===== src/rtl/wlsc_pkg.sv =====
package wlsc_pkg;

	localparam int SLOT_COUNT_DEF = 32;
	localparam int SIDX_W         = 5;
	localparam int WORD_W         = 16;

	localparam logic [WORD_W-1:0] SLOT_MAGIC = 16'hD34A;
	localparam logic [WORD_W-1:0] WORD_MASK  = 16'hFFFF;

	localparam logic [1:0] FUNC_LOAD  = 2'd0;
	localparam logic [1:0] FUNC_READ  = 2'd1;
	localparam logic [1:0] FUNC_BEGIN = 2'd2;

	typedef struct packed {
		logic [1:0]        func;
		logic [SIDX_W-1:0] slot_index;
		logic [WORD_W-1:0] raw_magic;
		logic [WORD_W-1:0] raw_sequence;
		logic [WORD_W-1:0] raw_sequence_inverse;
	} req_t;

	typedef struct packed {
		logic [WORD_W-1:0] session_id;
		logic [SIDX_W-1:0] written_index;
		logic              found_prior;
		logic [WORD_W-1:0] read_magic;
		logic [WORD_W-1:0] read_sequence;
		logic [WORD_W-1:0] read_sequence_inverse;
	} rsp_t;

	typedef struct packed {
		logic [WORD_W-1:0] magic;
		logic [WORD_W-1:0] seq;
		logic [WORD_W-1:0] inv;
	} slot_t;

endpackage


===== src/rtl/wlsc_mem.sv =====
module wlsc_mem
	import wlsc_pkg::*;
#(
	parameter int SLOT_COUNT = SLOT_COUNT_DEF
) (
	input  logic                          clk,
	input  logic                          arst_n,
	input  logic                          re,
	input  logic                          we,
	input  logic [$clog2(SLOT_COUNT)-1:0] addr,
	input  slot_t                         wdata,
	output slot_t                         rdata
);

	slot_t                 mem [SLOT_COUNT];
	logic [SLOT_COUNT-1:0] valid_q;
	slot_t                 rdata_q;
	logic                  rvalid_q;

	always_ff @(posedge clk) begin
		if (we) begin
			mem[addr] <= wdata;
		end
		if (re) begin
			rdata_q <= mem[addr];
		end
	end

	// entries never written read as zero after reset
	always_ff @(posedge clk or negedge arst_n) begin
		if (!arst_n) begin
			valid_q  <= '0;
			rvalid_q <= 1'b0;
		end else begin
			if (we) begin
				valid_q[addr] <= 1'b1;
			end
			if (re) begin
				rvalid_q <= valid_q[addr];
			end
		end
	end

	assign rdata = rvalid_q ? rdata_q : '0;

endmodule


===== src/rtl/wlsc_ctrl.sv =====
module wlsc_ctrl
	import wlsc_pkg::*;
#(
	parameter int SLOT_COUNT = SLOT_COUNT_DEF
) (
	input  logic                          clk,
	input  logic                          arst_n,
	input  logic                          req_valid,
	output logic                          req_stall,
	input  req_t                          req,
	output logic                          res_valid,
	input  logic                          res_take,
	output rsp_t                          res,
	output logic                          mem_re,
	output logic                          mem_we,
	output logic [$clog2(SLOT_COUNT)-1:0] mem_addr,
	output slot_t                         mem_wdata,
	input  slot_t                         mem_rdata
);

	localparam int IdxW = $clog2(SLOT_COUNT);
	localparam logic [IdxW-1:0] LastIdx = IdxW'(SLOT_COUNT - 1);

	typedef enum logic [4:0] {
		ST_IDLE  = 5'b00001,
		ST_READ  = 5'b00010,
		ST_SCAN  = 5'b00100,
		ST_WRITE = 5'b01000,
		ST_DONE  = 5'b10000
	} state_t;

	state_t            state_q;
	logic              in_range_q;
	logic [IdxW-1:0]   cnt_q;
	logic              found_q;
	logic [IdxW-1:0]   newest_idx_q;
	logic [WORD_W-1:0] newest_seq_q;
	logic [WORD_W-1:0] session_q;
	logic [IdxW-1:0]   last_idx_q;
	logic              found_out_q;
	slot_t             rd_q;

	logic              accept;
	logic              in_range;
	logic [IdxW-1:0]   req_addr;
	logic              slot_ok;
	logic [WORD_W-1:0] seq_diff;
	logic              newer;
	logic [WORD_W-1:0] next_seq;
	logic [IdxW-1:0]   next_idx;

	assign req_stall = (state_q != ST_IDLE);
	assign accept    = req_valid && (state_q == ST_IDLE);
	assign in_range  = (32'(req.slot_index) < 32'(SLOT_COUNT));
	assign req_addr  = IdxW'(req.slot_index);

	assign slot_ok  = (mem_rdata.magic == SLOT_MAGIC) &&
	                  ((mem_rdata.seq ^ mem_rdata.inv) == WORD_MASK) &&
	                  (mem_rdata.seq != '0);
	// serial compare: newer when the wrapped distance is 1 to 7fff
	assign seq_diff = mem_rdata.seq - newest_seq_q;
	assign newer    = (seq_diff != '0) && !seq_diff[WORD_W-1];

	always_comb begin
		next_seq = found_q ? newest_seq_q + WORD_W'(1) : WORD_W'(1);
		if (next_seq == '0) begin
			next_seq = WORD_W'(1);
		end
		if (!found_q || newest_idx_q == LastIdx) begin
			next_idx = '0;
		end else begin
			next_idx = newest_idx_q + IdxW'(1);
		end
	end

	always_comb begin
		mem_re    = 1'b0;
		mem_we    = 1'b0;
		mem_addr  = req_addr;
		mem_wdata = '{magic: req.raw_magic, seq: req.raw_sequence,
		              inv: req.raw_sequence_inverse};
		case (state_q)
			ST_IDLE: begin
				if (accept) begin
					case (req.func)
						FUNC_LOAD: mem_we = in_range;
						FUNC_READ: mem_re = in_range;
						FUNC_BEGIN: begin
							mem_re   = 1'b1;
							mem_addr = '0;
						end
						default: ;
					endcase
				end
			end
			ST_SCAN: begin
				mem_re   = (cnt_q != LastIdx);
				mem_addr = cnt_q + IdxW'(1);
			end
			ST_WRITE: begin
				mem_we    = 1'b1;
				mem_addr  = next_idx;
				mem_wdata = '{magic: SLOT_MAGIC, seq: next_seq, inv: ~next_seq};
			end
			default: ;
		endcase
	end

	always_ff @(posedge clk or negedge arst_n) begin
		if (!arst_n) begin
			state_q      <= ST_IDLE;
			in_range_q   <= 1'b0;
			cnt_q        <= '0;
			found_q      <= 1'b0;
			newest_idx_q <= '0;
			newest_seq_q <= '0;
			session_q    <= '0;
			last_idx_q   <= '0;
			found_out_q  <= 1'b0;
			rd_q         <= '0;
		end else begin
			case (state_q)
				ST_IDLE: begin
					if (accept) begin
						in_range_q   <= in_range;
						rd_q         <= '0;
						found_out_q  <= 1'b0;
						cnt_q        <= '0;
						found_q      <= 1'b0;
						newest_idx_q <= '0;
						newest_seq_q <= '0;
						case (req.func)
							FUNC_READ:  state_q <= ST_READ;
							FUNC_BEGIN: state_q <= ST_SCAN;
							default:    state_q <= ST_DONE;
						endcase
					end
				end
				ST_READ: begin
					if (in_range_q) begin
						rd_q <= mem_rdata;
					end
					state_q <= ST_DONE;
				end
				ST_SCAN: begin
					// first valid slot wins ties
					if (slot_ok && (!found_q || newer)) begin
						found_q      <= 1'b1;
						newest_idx_q <= cnt_q;
						newest_seq_q <= mem_rdata.seq;
					end
					cnt_q <= cnt_q + IdxW'(1);
					if (cnt_q == LastIdx) begin
						state_q <= ST_WRITE;
					end
				end
				ST_WRITE: begin
					session_q   <= next_seq;
					last_idx_q  <= next_idx;
					found_out_q <= found_q;
					state_q     <= ST_DONE;
				end
				ST_DONE: begin
					if (res_take) begin
						state_q <= ST_IDLE;
					end
				end
				default: state_q <= ST_IDLE;
			endcase
		end
	end

	assign res_valid = (state_q == ST_DONE);
	assign res = '{
		session_id:            session_q,
		written_index:         SIDX_W'(last_idx_q),
		found_prior:           found_out_q,
		read_magic:            rd_q.magic,
		read_sequence:         rd_q.seq,
		read_sequence_inverse: rd_q.inv
	};

endmodule


===== src/rtl/wear_leveled_session_counter.sv =====
// Session counter kept in a wear-leveled ring of SLOT_COUNT slots (magic, sequence,
// complement), all zero after reset. A begin-session request scans every slot through
// the single slot memory port, one slot a cycle, picks the newest valid sequence by
// wrapping serial compare and writes sequence + 1 into the following slot (slot 0
// with sequence 1 when none is valid). One request is worked on at a time; a begin
// session lasts as long as the scan of every slot. The response sits in an output
// register, so the next request is taken while a response still waits.
module wear_leveled_session_counter
	import wlsc_pkg::*;
#(
	parameter int SLOT_COUNT = SLOT_COUNT_DEF
) (
	input  logic clk,
	input  logic arst_n,
	input  logic req_valid,
	output logic req_stall,
	input  req_t req,
	output logic rsp_valid,
	input  logic rsp_stall,
	output rsp_t rsp
);

	localparam int IdxW = $clog2(SLOT_COUNT);

	logic            res_valid;
	logic            res_take;
	rsp_t            res;
	logic            mem_re;
	logic            mem_we;
	logic [IdxW-1:0] mem_addr;
	slot_t           mem_wdata;
	slot_t           mem_rdata;
	logic            rsp_valid_q;
	rsp_t            rsp_q;

	wlsc_ctrl #(
		.SLOT_COUNT(SLOT_COUNT)
	) u_ctrl (
		.clk       (clk),
		.arst_n    (arst_n),
		.req_valid (req_valid),
		.req_stall (req_stall),
		.req       (req),
		.res_valid (res_valid),
		.res_take  (res_take),
		.res       (res),
		.mem_re    (mem_re),
		.mem_we    (mem_we),
		.mem_addr  (mem_addr),
		.mem_wdata (mem_wdata),
		.mem_rdata (mem_rdata)
	);

	wlsc_mem #(
		.SLOT_COUNT(SLOT_COUNT)
	) u_mem (
		.clk    (clk),
		.arst_n (arst_n),
		.re     (mem_re),
		.we     (mem_we),
		.addr   (mem_addr),
		.wdata  (mem_wdata),
		.rdata  (mem_rdata)
	);

	// output register is free when empty or being drained this cycle
	assign res_take = !rsp_valid_q || !rsp_stall;

	always_ff @(posedge clk or negedge arst_n) begin
		if (!arst_n) begin
			rsp_valid_q <= 1'b0;
		end else if (res_take) begin
			rsp_valid_q <= res_valid;
		end
	end

	always_ff @(posedge clk) begin
		if (res_take && res_valid) begin
			rsp_q <= res;
		end
	end

	assign rsp_valid = rsp_valid_q;
	assign rsp       = rsp_q;

endmodule


===== config.mk =====
export PLATFORM = sky130hd
export DESIGN_NAME = wear_leveled_session_counter
export DESIGN_NICKNAME = d
export VERILOG_FILES = /design/src/rtl/wlsc_pkg.sv /design/src/rtl/wlsc_mem.sv /design/src/rtl/wlsc_ctrl.sv /design/src/rtl/wear_leveled_session_counter.sv
export SDC_FILE = /design/constraint.sdc
export NUM_CORES = 2
export LEC_CHECK = 0
export ABC_AREA = 1
export BUFFER_PORTS_ARGS = -buffer_cell sky130_fd_sc_hd__buf_2
export CORE_UTILIZATION = 30
export CTS_BUF_LIST = sky130_fd_sc_hd__clkbuf_2 sky130_fd_sc_hd__clkbuf_4 sky130_fd_sc_hd__clkbuf_8
export DETAILED_ROUTE_END_ITERATION = 12
export PLACE_DENSITY = 0.49
export SYNTH_ARGS = -nofsm -noshare
export SYNTH_HDL_FRONTEND = slang
export SYNTH_HIERARCHICAL = 1
export SYNTH_SLANG_ARGS = --single-unit

===== constraint.sdc =====
create_clock -name clk -period 11 [get_ports clk]
set_input_delay 0 -clock clk [delete_from_list [all_inputs] [get_ports clk]]
set_output_delay 0 -clock clk [all_outputs]
set_load 0.05 [all_outputs]

==> flow_summary_export.csv <==
group,metric,value,unit
run_status,status,"finished, final reports clean",
job,maxCapViolations,0,
global_route,grt_pass1_vias,42660,
logic_synthesis,yosysSeqAreaShare,76.67,%
setup_path,path_buf_inv,5,
power_and_ir_drop,pwr_density_cell,234.4,nW/um2
setup_path,crit_path_end_kind,"flip-flop",
layout,final-seq-area,53100,um2
timing,min_period,6003,ps
setup_path,crit_chain,"nor2_1, inv_1, nor4_4, nor3_1, a211oi_1, o211ai_1, buf_4, nor2_4, buf_12, buf_4, buf_4, a22oi_1, nand2_1, nand2_1, nand2_1, nor2_1, nand2_1",
floorplan,die_w,482.5,um
floorplan,core,229700,um2
layout,multi_input_area,14640,um2
setup_path,crit_type,"flip-flop to flip-flop",
logic_synthesis,avgSynthCellArea,13.78,um2
placement,gp_congestion,0.8328,
drt,drt-pass1-iter-count,6,
floorplan,start_util,30.15,%
cts,h-tree-depth,5,
logic_synthesis,synthCells,5026,
drt,ant_nets,0,
global_route,grt.total_usage,18.40,%
setup_path,path_delay_family,"buffers and inverters",
global_route,antenna_found_initial,18,
timing,report.final.slew_viol_count,0,
setup_path,rr_worst_depth,17,
layout,final_nets,5452,
logic_synthesis,ys_warn_count,6,
cts,cts_tree,"done",
drt,drt-initial-drc-count,4367,
drt,drt-total-wl,216.6,mm
floorplan,row_count,176,
setup_path,r2r_end,"u_mem/rdata_q[25]",
drt,drc_errors,0,
cts,postCtsSetupBuffers,0,
cts,clock_latency,1070,ps
logic_synthesis,synth_ff_type,"edfxtp_1",
timing,timing.fmax,0.1666,GHz
logic_synthesis,synth_area_leader_cell,"edfxtp_1",
cts,clk_pin_slew,60,ps
setup_path,startpoint_type,"flip-flop",
floorplan,die_y,482.5,um
logic_synthesis,syn-cell-area,69260,um2
setup_path,slowest_delay,870,ps
global_route,grt_remaining_overflow,0,
setup_path,reg2reg_slack,5000,ps
timing,hold_viol_final,0,
drt,vias,43140,
setup_path,crit_path_start,"u_ctrl/state_q[1]",
global_route,grt_max_degree,161,
timing,slew_headroom,11.27,%
floorplan,die-area,232800,um2
timing,finalSetupViolations,0,
floorplan,ioPinCount,131,
power_and_ir_drop,p_leak,29.35,nW
layout,stdcell_count,8607,
logic_synthesis,async_flop_share,7.649,%
placement,dp_slack,5073,ps
drt,via_per_inst,5.012,
cts,clk_path_buf_depth,4,
layout,fillers,22290,
placement,dpl.cell_count,8031,
setup_path,worstReg2RegStart,"u_ctrl/state_q[1]",
timing,worst_slack,4997,ps
logic_synthesis,netlist.area_leader.share,71.71,%
layout,final_common_cell,"edfxtp_1",
layout,area_growth,15.75,%
timing,tightest_slew,1329,ps
logic_synthesis,ys_types,45,
timing,setup_tns,0,ps
placement,hpwl,120.0,mm
setup_path,arrival,6900,ps
cts,clock-sinks,1791,
global_route,grt_pass1_wl,310.5,mm
timing,rsz0062_at_grt,"false",
min_path,worst_hold_path_type,"input port to async pin",
setup_path,required,11900,ps
setup_path,critPathSlowestCell,"buf_4",
drt,wl_per_cell,25.16,um
timing,finalCritPeriodShare,54.57,%
setup_path,crit_top_cell,"nand2_1",
cts,root_buffer,"clkbuf_8",
logic_synthesis,synth_area_leaders,"edfxtp_1 (72%), a22oi_1 (8.3%), nand2_1 (7.6%)",
power_and_ir_drop,peakVddDrop,0.1578,mV
layout,final_cell_mix,"edfxtp_1 (1,654), nand2_1 (1,396), a22oi_1 (768)",
logic_synthesis,syn_nets,5109,
timing,skew,89.18,ps
logic_synthesis,ys_seq_elements,1791,
cts,cts_inserted_buffers,310,
setup_path,cp_max_fo,153,
placement,portBuffers,130,
logic_synthesis,synth_edf_count,1654,
layout,drive_gt1_share,14.55,%
worst max path at each step:
stage | to | slack (ps) | cells after the start
after floorplan | u_mem/mem[29][0] | 5890 | 11
after global placement | u_mem/mem[13][0] | 5070 | 12
after detailed placement | u_mem/rdata_q[31] | 5070 | 18
after CTS | u_mem/rdata_q[31] | 5070 | 18
after global routing | u_mem/rdata_q[25] | 4670 | 17
final | u_mem/rdata_q[25] | 5000 | 17
worst min-delay path: stages:
cell and delay, ps:
dlygate4sd3_1 520, dlygate4sd3_1 570, buf_6 140, buf_16 300
area by class of cell:
class                   instances  area share [%]
repair buffers                286           2.564
well taps                    3026           4.723
multi-input cells            2775           18.26
clock inverters               102          0.7835
diodes                          1        0.003122
flip-flops and latches       1791           66.24
clock buffers                 421           6.455
inverters                     205          0.9693
routing by layer:
| layer | track usage [%] | share of wire (%) | up-vias |
|---|---|---|---|
| met5 | 0 | 0.012 | - |
| met4 | 5.164 | 2.2 | 4 |
| met3 | 2.911 | 6.4 | 288 |
| met2 | 29.28 | 46 | 1635 |
| met1 | 25.92 | 45 | 22100 |
| li1 | - | - | 19120 |
cell families after synthesis:
kind of cell    share of synthesized area [%]
xor+xnor                               0.2403
fa+ha+maj                              0.4444
buf+inv                                 2.744
flops                                   76.67
compound gates                          8.968
simple gates                            10.94
cells in the mapped netlist (all sizes together), types with 5 or more instances:
| cell | count |
|---|---|
| nor2 | 246 |
| nor3 | 18 |
| nand3 | 126 |
| ha | 23 |
| o21ai | 53 |
| nand2 | 1415 |
| nand4 | 18 |
| xor2 | 19 |
| a21oi | 17 |
| clkbuf | 133 |
| inv | 203 |
| dfrtp | 136 |
| nor4 | 8 |
| or2 | 40 |
| edfxtp | 1654 |
| a22oi | 768 |
| buf | 122 |
| nand3b | 5 |
| and2 | 5 |
power by group:
| part | switching (mW) | total, mW | internal, mW |
|---|---|---|---|
| logic | 3.66 | 4.97 | 1.31 |
| clock network | 2.64 | 5.83 | 3.19 |
| registers | 0.169 | 7.99 | 7.82 |
| total | 6.47 | 18.8 | 12.3 |
sequential cells by signal (all words and copies together) (netlist names):
| name | count |
|---|---|
| u_ctrl/session_q | 16 |
| u_mem/rvalid_q | 1 |
| u_ctrl/cnt_q | 5 |
| u_ctrl/newest_idx_q | 5 |
| u_ctrl/state_q | 5 |
| rsp | 70 |
| u_ctrl/in_range_q | 1 |
| u_ctrl/last_idx_q | 5 |
| u_mem/rdata_q | 48 |
| u_mem/valid_q | 32 |
| u_mem/mem | 1536 |
| u_ctrl/newest_seq_q | 16 |
| u_ctrl/found_q | 1 |
| rsp_valid | 1 |
| u_ctrl/res | 48 |
| u_ctrl/found_out_q | 1 |
through the flow:
| stage | cell area (um2) | hold slack [ps] | util (%) | power [mW] |
|---|---|---|---|---|
| 2_1_floorplan | 69260 | -295.6 | - | 11.20 |
| 3_3_place_gp | 73800 | 54.92 | 32.13 | 13.07 |
| 3_5_place_dp | 73820 | 54.72 | 32.14 | 13.08 |
| 4_1_cts | 80150 | 19.18 | 34.89 | 18.94 |
| 5_1_grt | 80160 | 101.7 | 34.90 | 19.69 |
| 6_report | 80160 | 96.49 | 34.90 | 18.79 |
what timing repair did:
action,in CTS,in global routing
hold endpoints to repair,1480,0
hold buffers,51,0
gates resized for setup,0,0
No activity file was read; power rests on OpenSTA's default activity.
